$ cat src/e2c_pkg.sv
// shared types and widths for the epoch-to-calendar-date converter
// no dependencies; imported by the front, back and top level modules
package e2c_pkg;

  localparam int unsigned EpochW  = 32;
  localparam int unsigned OffsetW = 17;

  // time-zone offset after reset, in seconds
  localparam logic signed [OffsetW-1:0] OffsetReset = 17'sd28800;

  // one converted result beat
  typedef struct packed {
    logic [11:0] year;
    logic [3:0]  month;
    logic [4:0]  day;
    logic [4:0]  hour;
    logic [5:0]  minute;
    logic [5:0]  second_of_minute;
  } date_t;

  localparam int unsigned DateW = $bits(date_t);

endpackage

$ cat src/epoch_to_calendar_date.sv
// top level of the epoch-to-calendar-date converter
// depends on e2c_pkg, e2c_front, e2c_fifo and e2c_back
//
// Usage:
//   Input queue: drive epoch_seconds_i and raise push; a beat is taken at a
//   clock edge where push is high and full is low. Up to MidDepth beats wait
//   between the front end and the conversion pipeline.
//   Result queue: while empty is low the oldest result is on year_o ..
//   second_of_minute_o; raise pop to take it. Results leave in input order.
//   Offset: utc_offset_we_i writes utc_offset_seconds_i (signed seconds)
//   at the clock edge; write it only while no beat is in flight.
//   Throughput: one beat per cycle while a result slot can be reserved,
//   set by the five-stage pipeline and a result queue of OutDepth entries
//   that is reserved ahead of each beat. When the receiver stops popping,
//   the pipeline stops taking beats once the result queue is reserved, the
//   input queue fills and full rises.
//   Reset (rst_ni low, asynchronous) empties both queues, drops beats in
//   flight and sets the offset to 28800 seconds.
module epoch_to_calendar_date #(
  parameter int unsigned MidDepth = 2,
  parameter int unsigned OutDepth = 8
) (
  input  logic                        clk_i,
  input  logic                        rst_ni,
  input  logic                        utc_offset_we_i,
  input  logic [e2c_pkg::OffsetW-1:0] utc_offset_seconds_i,
  input  logic                        push,
  output logic                        full,
  input  logic [e2c_pkg::EpochW-1:0]  epoch_seconds_i,
  output logic                        empty,
  input  logic                        pop,
  output logic [11:0]                 year_o,
  output logic [3:0]                  month_o,
  output logic [4:0]                  day_o,
  output logic [4:0]                  hour_o,
  output logic [5:0]                  minute_o,
  output logic [5:0]                  second_of_minute_o
);

  import e2c_pkg::*;

  logic [EpochW-1:0] local_sec;
  logic [EpochW-1:0] mid_data;
  logic              mid_empty;
  logic              mid_pop;
  logic              out_push;
  logic              out_pop;
  date_t             out_wdata;
  logic [DateW-1:0]  out_rdata;
  date_t             res;

  // front end: offset and clamp
  e2c_front u_front (
    .clk_i       (clk_i),
    .rst_ni      (rst_ni),
    .offset_we_i (utc_offset_we_i),
    .offset_i    (utc_offset_seconds_i),
    .epoch_i     (epoch_seconds_i),
    .local_o     (local_sec)
  );

  // queue between front and back
  e2c_fifo #(
    .Width (EpochW),
    .Depth (MidDepth)
  ) u_mid_fifo (
    .clk_i   (clk_i),
    .rst_ni  (rst_ni),
    .push_i  (push),
    .wdata_i (local_sec),
    .full_o  (full),
    .pop_i   (mid_pop),
    .rdata_o (mid_data),
    .empty_o (mid_empty)
  );

  // conversion pipeline
  e2c_back #(
    .OutDepth (OutDepth)
  ) u_back (
    .clk_i       (clk_i),
    .rst_ni      (rst_ni),
    .mid_empty_i (mid_empty),
    .mid_data_i  (mid_data),
    .mid_pop_o   (mid_pop),
    .out_push_o  (out_push),
    .out_data_o  (out_wdata),
    .out_pop_i   (out_pop)
  );

  // result queue
  assign out_pop = pop && !empty;

  e2c_fifo #(
    .Width (DateW),
    .Depth (OutDepth)
  ) u_out_fifo (
    .clk_i   (clk_i),
    .rst_ni  (rst_ni),
    .push_i  (out_push),
    .wdata_i (out_wdata),
    .full_o  (),
    .pop_i   (pop),
    .rdata_o (out_rdata),
    .empty_o (empty)
  );

  assign res                = date_t'(out_rdata);
  assign year_o             = res.year;
  assign month_o            = res.month;
  assign day_o              = res.day;
  assign hour_o             = res.hour;
  assign minute_o           = res.minute;
  assign second_of_minute_o = res.second_of_minute;

endmodule

$ cat src/e2c_fifo.sv
// small register-based queue with registered storage, used between stages
// no package dependency; width and depth are parameters
module e2c_fifo #(
  parameter int unsigned Width = 32,
  parameter int unsigned Depth = 2
) (
  input  logic             clk_i,
  input  logic             rst_ni,
  input  logic             push_i,
  input  logic [Width-1:0] wdata_i,
  output logic             full_o,
  input  logic             pop_i,
  output logic [Width-1:0] rdata_o,
  output logic             empty_o
);

  localparam int unsigned PtrW = (Depth > 1) ? $clog2(Depth) : 1;
  localparam int unsigned CntW = $clog2(Depth + 1);

  logic [Width-1:0] mem_q [Depth];
  logic [PtrW-1:0]  wptr_q, wptr_d;
  logic [PtrW-1:0]  rptr_q, rptr_d;
  logic [CntW-1:0]  cnt_q, cnt_d;
  logic             do_push, do_pop;

  assign full_o  = (cnt_q == CntW'(Depth));
  assign empty_o = (cnt_q == '0);
  assign do_push = push_i && !full_o;
  assign do_pop  = pop_i && !empty_o;
  assign rdata_o = mem_q[rptr_q];

  // pointer and fill count update
  always_comb begin
    wptr_d = wptr_q;
    rptr_d = rptr_q;
    cnt_d  = cnt_q;
    if (do_push) begin
      wptr_d = (wptr_q == PtrW'(Depth - 1)) ? '0 : wptr_q + 1'b1;
    end
    if (do_pop) begin
      rptr_d = (rptr_q == PtrW'(Depth - 1)) ? '0 : rptr_q + 1'b1;
    end
    unique case ({do_push, do_pop})
      2'b10:   cnt_d = cnt_q + 1'b1;
      2'b01:   cnt_d = cnt_q - 1'b1;
      default: cnt_d = cnt_q;
    endcase
  end

  always_ff @(posedge clk_i or negedge rst_ni) begin
    if (!rst_ni) begin
      wptr_q <= '0;
      rptr_q <= '0;
      cnt_q  <= '0;
    end else begin
      wptr_q <= wptr_d;
      rptr_q <= rptr_d;
      cnt_q  <= cnt_d;
    end
  end

  // storage, no reset
  always_ff @(posedge clk_i) begin
    if (do_push) begin
      mem_q[wptr_q] <= wdata_i;
    end
  end

endmodule

$ cat src/e2c_front.sv
// front end: holds the time-zone offset, adds it to the second count and clamps
// depends on e2c_pkg
module e2c_front (
  input  logic                            clk_i,
  input  logic                            rst_ni,
  input  logic                            offset_we_i,
  input  logic [e2c_pkg::OffsetW-1:0]     offset_i,
  input  logic [e2c_pkg::EpochW-1:0]      epoch_i,
  output logic [e2c_pkg::EpochW-1:0]      local_o
);

  import e2c_pkg::*;

  logic signed [OffsetW-1:0] offset_q;
  logic signed [EpochW+1:0]  sum;

  // offset register
  always_ff @(posedge clk_i or negedge rst_ni) begin
    if (!rst_ni) begin
      offset_q <= OffsetReset;
    end else if (offset_we_i) begin
      offset_q <= $signed(offset_i);
    end
  end

  // add and clamp to the unsigned 32-bit range
  always_comb begin
    sum = $signed({2'b00, epoch_i}) + (EpochW + 2)'(offset_q);
    priority if (sum[EpochW+1]) begin
      local_o = '0;
    end else if (sum[EpochW]) begin
      local_o = '1;
    end else begin
      local_o = sum[EpochW-1:0];
    end
  end

endmodule

$ cat src/e2c_back.sv
// back end: five-stage conversion pipeline from local seconds to calendar fields
// depends on e2c_pkg; reserves result queue space before taking a beat
module e2c_back #(
  parameter int unsigned OutDepth = 8
) (
  input  logic                       clk_i,
  input  logic                       rst_ni,
  input  logic                       mid_empty_i,
  input  logic [e2c_pkg::EpochW-1:0] mid_data_i,
  output logic                       mid_pop_o,
  output logic                       out_push_o,
  output e2c_pkg::date_t             out_data_o,
  input  logic                       out_pop_i
);

  import e2c_pkg::*;

  localparam int unsigned RsvW = $clog2(OutDepth + 1);

  // reciprocal constants: floor(x * R >> S) equals x / divisor over the used range
  localparam logic [25:0] DayRecip   = 26'd50903317;  // x / 675, x < 2^25
  localparam logic [16:0] CycleRecip = 17'd91868;     // x / 1461, x < 49711
  localparam logic [17:0] HourRecip  = 18'd149131;    // x / 3600, x < 86400
  localparam logic [12:0] MinRecip   = 13'd4370;      // x / 60, x < 3600

  localparam logic [8:0] MonthStart [12] = '{
    9'd0, 9'd31, 9'd59, 9'd90, 9'd120, 9'd151,
    9'd181, 9'd212, 9'd243, 9'd273, 9'd304, 9'd334
  };

  typedef struct packed {
    logic [31:0] local_s;
    logic [50:0] day_prod;
  } st1_t;

  typedef struct packed {
    logic [15:0] days;
    logic [16:0] sod;
    logic [32:0] cyc_prod;
  } st2_t;

  typedef struct packed {
    logic [11:0] year;
    logic [8:0]  doy;
    logic        leap;
    logic [16:0] sod;
    logic [34:0] hour_prod;
  } st3_t;

  typedef struct packed {
    logic [11:0] year;
    logic [3:0]  month;
    logic [4:0]  day;
    logic [4:0]  hour;
    logic [11:0] rem_h;
  } st4_t;

  typedef struct packed {
    logic [11:0] year;
    logic [3:0]  month;
    logic [4:0]  day;
    logic [4:0]  hour;
    logic [11:0] rem_h;
    logic [24:0] min_prod;
  } st5_t;

  st1_t s1_q, s1_d;
  st2_t s2_q, s2_d;
  st3_t s3_q, s3_d;
  st4_t s4_q, s4_d;
  st5_t s5_q, s5_d;
  logic [4:0]      vld_q;
  logic [RsvW-1:0] rsv_q, rsv_d;
  logic            issue;

  // credit check: a beat enters only if its result slot is already reserved
  assign issue     = !mid_empty_i && (rsv_q < RsvW'(OutDepth));
  assign mid_pop_o = issue;

  always_comb begin
    unique case ({issue, out_pop_i})
      2'b10:   rsv_d = rsv_q + 1'b1;
      2'b01:   rsv_d = rsv_q - 1'b1;
      default: rsv_d = rsv_q;
    endcase
  end

  always_ff @(posedge clk_i or negedge rst_ni) begin
    if (!rst_ni) begin
      rsv_q <= '0;
      vld_q <= '0;
    end else begin
      rsv_q <= rsv_d;
      vld_q <= {vld_q[3:0], issue};
    end
  end

  // stage 1: days = local / 86400 via (local >> 7) / 675
  always_comb begin
    s1_d.local_s  = mid_data_i;
    s1_d.day_prod = 51'(mid_data_i[31:7]) * 51'(DayRecip);
  end

  // stage 2: second of day and four-year cycle product
  always_comb begin
    logic [15:0] days;
    days         = s1_q.day_prod[50:35];
    s2_d.days    = days;
    s2_d.sod     = 17'(s1_q.local_s - 32'(days) * 32'd86400);
    s2_d.cyc_prod = 33'(days) * 33'(CycleRecip);
  end

  // stage 3: year within the cycle, day of year, hour product
  always_comb begin
    logic [5:0]  cycles;
    logic [10:0] d;
    logic [1:0]  yoff;
    cycles = s2_q.cyc_prod[32:27];
    d      = 11'(s2_q.days - 16'(cycles) * 16'd1461);
    s3_d.leap = 1'b0;
    priority if (d < 11'd365) begin
      yoff     = 2'd0;
      s3_d.doy = 9'(d);
    end else if (d < 11'd730) begin
      yoff     = 2'd1;
      s3_d.doy = 9'(d - 11'd365);
    end else if (d < 11'd1096) begin
      yoff      = 2'd2;
      s3_d.doy  = 9'(d - 11'd730);
      s3_d.leap = 1'b1;
    end else begin
      yoff     = 2'd3;
      s3_d.doy = 9'(d - 11'd1096);
    end
    s3_d.year      = 12'd1970 + {4'd0, cycles, 2'b00} + {10'd0, yoff};
    s3_d.sod       = s2_q.sod;
    s3_d.hour_prod = 35'(s2_q.sod) * 35'(HourRecip);
  end

  // stage 4: month lookup over cumulative month starts, hour and remainder
  always_comb begin
    logic [8:0] st;
    logic [8:0] mst;
    logic [3:0] mon;
    logic [4:0] hour;
    mst = '0;
    mon = 4'd1;
    st  = '0;
    for (int m = 0; m < 12; m++) begin
      st = MonthStart[m] + ((s3_q.leap && m >= 2) ? 9'd1 : 9'd0);
      if (s3_q.doy >= st) begin
        mon = 4'(m + 1);
        mst = st;
      end
    end
    hour        = s3_q.hour_prod[33:29];
    s4_d.year   = s3_q.year;
    s4_d.month  = mon;
    s4_d.day    = 5'(s3_q.doy - mst + 9'd1);
    s4_d.hour   = hour;
    s4_d.rem_h  = 12'(s3_q.sod - 17'(hour) * 17'd3600);
  end

  // stage 5: minute product
  always_comb begin
    s5_d.year     = s4_q.year;
    s5_d.month    = s4_q.month;
    s5_d.day      = s4_q.day;
    s5_d.hour     = s4_q.hour;
    s5_d.rem_h    = s4_q.rem_h;
    s5_d.min_prod = 25'(s4_q.rem_h) * 25'(MinRecip);
  end

  // last step: minute and second, written into the result queue
  always_comb begin
    logic [5:0] minute;
    minute                      = s5_q.min_prod[23:18];
    out_data_o.year             = s5_q.year;
    out_data_o.month            = s5_q.month;
    out_data_o.day              = s5_q.day;
    out_data_o.hour             = s5_q.hour;
    out_data_o.minute           = minute;
    out_data_o.second_of_minute = 6'(s5_q.rem_h - 12'(minute) * 12'd60);
  end

  assign out_push_o = vld_q[4];

  // stage payload, no reset
  always_ff @(posedge clk_i) begin
    s1_q <= s1_d;
    s2_q <= s2_d;
    s3_q <= s3_d;
    s4_q <= s4_d;
    s5_q <= s5_d;
  end

endmodule

$ cat config.mk
export PLATFORM = sky130hd
export DESIGN_NAME = epoch_to_calendar_date
export DESIGN_NICKNAME = d
export VERILOG_FILES = /design/src/e2c_pkg.sv /design/src/epoch_to_calendar_date.sv /design/src/e2c_fifo.sv /design/src/e2c_front.sv /design/src/e2c_back.sv
export SDC_FILE = /design/constraint.sdc
export NUM_CORES = 2
export LEC_CHECK = 0
export BUFFER_PORTS_ARGS = -buffer_cell sky130_fd_sc_hd__buf_2
export CORE_MARGIN = 2
export CORE_UTILIZATION = 65
export CTS_CLUSTER_SIZE = 14
export DETAILED_ROUTE_END_ITERATION = 16
export PLACE_DENSITY = 0.91
export SLEW_MARGIN = 10
export SYNTH_ARGS = -nofsm -noshare
export SYNTH_HDL_FRONTEND = slang
export SYNTH_SLANG_ARGS = --single-unit
export TNS_END_PERCENT = 1
$ cat constraint.sdc
create_clock -name clk_i -period 8.9 [get_ports clk_i]
set_input_delay 0.89 -clock clk_i [delete_from_list [all_inputs] [get_ports clk_i]]
set_output_delay 0.89 -clock clk_i [all_outputs]
set_load 0.005 [all_outputs]
==> results.txt <==
Net count of the mapped netlist: 4,768. The run gives 0 as the post-cts resize count. The number of buffers on the longest clock path is 3, and the yosys synthesis warning count is 0. The mapped netlist covers 44,200 sq um.

For this run, the slowest stage of the critical path takes 750 ps. Leaving out fill and tap cells, the most frequent cells in the layout are sky130_fd_sc_hd__ha_1, sky130_fd_sc_hd__inv_1, sky130_fd_sc_hd__fa_1. The share of final-layout standard cells stronger than drive strength 1 was 10.6%. Clock-pin slew was measured on the worst setup and hold paths at 70 ps. In this run, synthesis inferred 368 flip-flops with an integrated enable. The setup-violating endpoint count in the final report came out at 0. For this design, the slowest cell found on the critical path is sky130_fd_sc_hd__dfrtp_1. Traced cell by cell, the critical path runs through buf_4 -> mux2i_1 -> inv_1 -> ha_1 -> inv_1 -> fa_1 -> fa_1 -> inv_1 -> fa_1 -> inv_1 -> fa_1 -> fa_1 -> fa_1 -> inv_1 -> ha_1 -> a21oi_1 -> nand2_1 -> a221oi_1 -> nor2b_1 -> and3_1 -> nor3_1 -> or3_1 -> a21oi_1 -> xnor2_1. In this design, the critical path's most frequently occurring cell is sky130_fd_sc_hd__fa_1. The total track usage is 28.6%. The post-synthesis cell count was 3,579. TritonCTS built the clock tree. For the setup TNS, the log shows 0 ps. Timing analysis after detailed placement gives a worst setup slack of 1360 ps. The total wire length after detailed routing came out at 97,500 um. The transition time of the tightest slew-check pin was 1150 ps; the part of the Yosys area used for sequential elements was 35.5%. The run gives 660 ps as the insertion delay to the later sink of the worst-skew pair.

The clock root buffer was sky130_fd_sc_hd__clkbuf_16. In the final design database the tool counted 4,893 nets. The synthesized netlist contains 86 unique library cells. The number of diodes came out at 0. Broken down by cell family, the worst path's largest delay share belongs to adder cells.

Clock tree synthesis found a total of 590 sinks. The synthesized area divided by synthesized cell count was 12.3 sq um. The detailed placer's ending HPWL was 71,700 um; the number of hold-slack violations in the final timing report was 0. For the initial core utilization, the log shows 65.7%.

The arrival time at the worst endpoint came out at 8140 ps. After clock tree synthesis, the setup repair step added 0 buffers. The path class of the tightest hold or removal check is register to register.

For the cell area after placement, the log shows 45,700 sq um. The floorplan step defined a die boundary enclosing 70,100 sq um. The floorplan step set the die width to 265 um.

After detailed routing, the number of remaining DRC violations is 0. Across the run, the number of max-cap violations was 0. The number of standard-cell rows in the floorplan was 95; the final RePlAce weighted congestion was 0.959.

The worst setup path is launched from a register. The maximum fanout encountered on the critical timing path is 13. The number of clock buffers added by TritonCTS is 58. After layout, the minimum clock period comes to 7550 ps.

The area growth from synthesis to layout is 8.14%. In this run the count of I/O pins placed on the die edge is 94. Timing would allow up to 132 MHz.

The via count of the first global-routing pass was 29,918; the buffering stage count on the worst path with inverters included was 6. The H-tree depth is 2, and the number of flip-flops and latches in the synthesized netlist is 590. Using the TritonRoute via totals, the vias-per-cell ratio works out to 5.94.

The logs give 0 for the number of max-slew violations in the final report and 47,800 sq um for the final design area excluding fillers. The worst path uses 84.9% of the clock period. The logs give 27,467 for the via count and 79 for the maximum number of pins on one net before global-route repair. The start-to-end type of the worst setup path was register to register.

The library cell used most frequently in the layout, excluding fill and tap cells, is sky130_fd_sc_hd__ha_1. Dividing the detail-routed wire length by the instance count gives 21.1 um. Across the routed clock network, the largest skew measured is 30.0 ps. After floorplanning, the core was sized to cover 67,300 sq um. The number of port buffers is 93. The flow ran to the end, and the final reports show no timing, DRC or antenna violations.

Worst slew margin relative to its limit: 23.1%. The tools report the required time at the endpoint of the critical path as 9490 ps. The run gives 0 as the initial antenna violation count. Setup repair after global routing left no endpoint under its margin. In this run the vertical extent of the chip is 265 um. The detail route stage leaves a number of antenna-violating nets equal to 0.

The detailed router finished its first iteration with 2,167 violations. The total grt overflow came out at 0. Setup slack on the critical path of the routed design comes to 1350 ps.

The worst setup path is captured at a register. The predominant post-synthesis flop cell is sky130_fd_sc_hd__edfxtp_1. The first-pass iteration count of the detailed router is 7.

The hold-fix buffer count after cts came out at 0. Of all flip-flops after synthesis, the portion carrying an async set or reset was 6.78%. The first global-routing pass estimated 157,000 um of wire.
==> path summary, 6_finish.rpt <==
kind / from / slack, ps / endpoint / cells past startpoint
setup / recovery: u_mid_fifo.rptr_q$_DFFE_PN0P_ / 1350 / u_back.s1_q[49]$_DFF_P_ / 24
hold / removal: u_back.s3_q[36]$_DFF_P_ / 320 / u_back.s4_q[1]$_DFF_P_ / 0
setup reg to reg: u_mid_fifo.rptr_q$_DFFE_PN0P_ / 1350 / u_back.s1_q[49]$_DFF_P_ / 24
hold reg to reg: u_back.s3_q[36]$_DFF_P_ / 320 / u_back.s4_q[1]$_DFF_P_ / 0
max in group asynchronous: rst_ni / 7820 / u_out_fifo.rptr_q[0]$_DFFE_PN0P_ / 1
min in group asynchronous: rst_ni / 400 / u_out_fifo.rptr_q[0]$_DFFE_PN0P_ / 1
==> synth_stat cells (5+ instances only) <==
cell type,count,share of area (%)
sky130_fd_sc_hd__fa_1,381,17
sky130_fd_sc_hd__dfxtp_1,182,8.2
sky130_fd_sc_hd__nor2_1,75,0.64
sky130_fd_sc_hd__or2_2,5,0.071
sky130_fd_sc_hd__buf_1,6,0.051
sky130_fd_sc_hd__a21boi_0,12,0.20
sky130_fd_sc_hd__a31oi_1,6,0.085
sky130_fd_sc_hd__nor2b_1,17,0.24
sky130_fd_sc_hd__dfrtp_1,36,2.0
sky130_fd_sc_hd__inv_1,747,6.3
sky130_fd_sc_hd__a211oi_1,10,0.17
sky130_fd_sc_hd__nand3_1,41,0.46
sky130_fd_sc_hd__mux2i_1,18,0.41
sky130_fd_sc_hd__xor2_1,53,1.1
sky130_fd_sc_hd__o21ai_0,67,0.76
sky130_fd_sc_hd__or3_1,7,0.099
sky130_fd_sc_hd__o21bai_1,17,0.29
sky130_fd_sc_hd__a221oi_1,5,0.099
sky130_fd_sc_hd__and3_1,14,0.20
sky130_fd_sc_hd__mux2_2,72,1.8
sky130_fd_sc_hd__a21oi_1,144,1.6
sky130_fd_sc_hd__o31a_1,5,0.099
sky130_fd_sc_hd__clkbuf_1,29,0.25
sky130_fd_sc_hd__buf_2,7,0.079
sky130_fd_sc_hd__a21o_1,65,1.1
sky130_fd_sc_hd__and2_1,7,0.099
sky130_fd_sc_hd__edfxtp_1,368,25
sky130_fd_sc_hd__o31ai_1,6,0.10
sky130_fd_sc_hd__o221ai_1,5,0.099
sky130_fd_sc_hd__mux4_2,76,3.9
sky130_fd_sc_hd__ha_1,754,21
sky130_fd_sc_hd__a211o_1,10,0.20
sky130_fd_sc_hd__nand2b_1,20,0.28
sky130_fd_sc_hd__xnor2_1,100,2.0
sky130_fd_sc_hd__nand2_1,73,0.62
sky130_fd_sc_hd__nor3_1,20,0.23
sky130_fd_sc_hd__o21a_1,16,0.27
sky130_fd_sc_hd__nand4_1,20,0.28
sky130_fd_sc_hd__o211ai_1,8,0.14
==> per-layer routing <==
metal,global-route usage [%],up-vias,share of wire (%)
met5,0,-,0
met4,11.3,0,4.2
met3,3.66,302,5.5
met2,52.1,1069,52
met1,34.3,13664,38
li1,-,12432,-
==> cells by family (layout without fill, tap and decap cells) <==
logic type               after synthesis  count (layout)  synth area share, %
AND/OR/NAND/NOR                      320             320                 3.63
adder cells (fa/ha/maj)             1135            1135                 38.6
multiplexers                         166             166                 6.12
AO/OA/AOI/OAI                        421             421                 6.21
flip-flops                           590             590                 35.5
buffers and inverters                793             968                 6.78
XOR/XNOR                             154             154                 3.10
==> state kept, by name, summed over array words and instances, names as in the netlist, 17 cells and up <==
name and flops:
u_out_fifo.mem_q 304, u_back.out_data_o 32, u_back.s2_q 34, u_mid_fifo.mem_q 64, u_front.offset_q 17, u_back.s1_q 33
u_back.s3_q 39, u_back.s4_q 38
==> area by class of cell <==
cell class	instances	area, sq um
Clock buffer	77	1650
Clock inverter	33	368
Fill cell	4129	19500
Inverter	748	2810
Multi-Input combinational cell	2196	25600
Sequential cell	590	15700
Tap cell	873	1090
Timing Repair Buffer	110	593
==> stage by stage <==
step / hold slack [ps] / cells / util [%]
after global routing: 321 / 4627 / 71.0
after CTS: 319 / 4627 / 71.0
after detailed placement: 312 / 4517 / 68.0
after global placement: 310 / 4517 / 68.0
after floorplan: 310 / 3579 / -
final: 322 / 4627 / 71.0
Power is not shown: default switching activity piles up to over one toggle a cycle in this logic, so the estimate is an artifact.
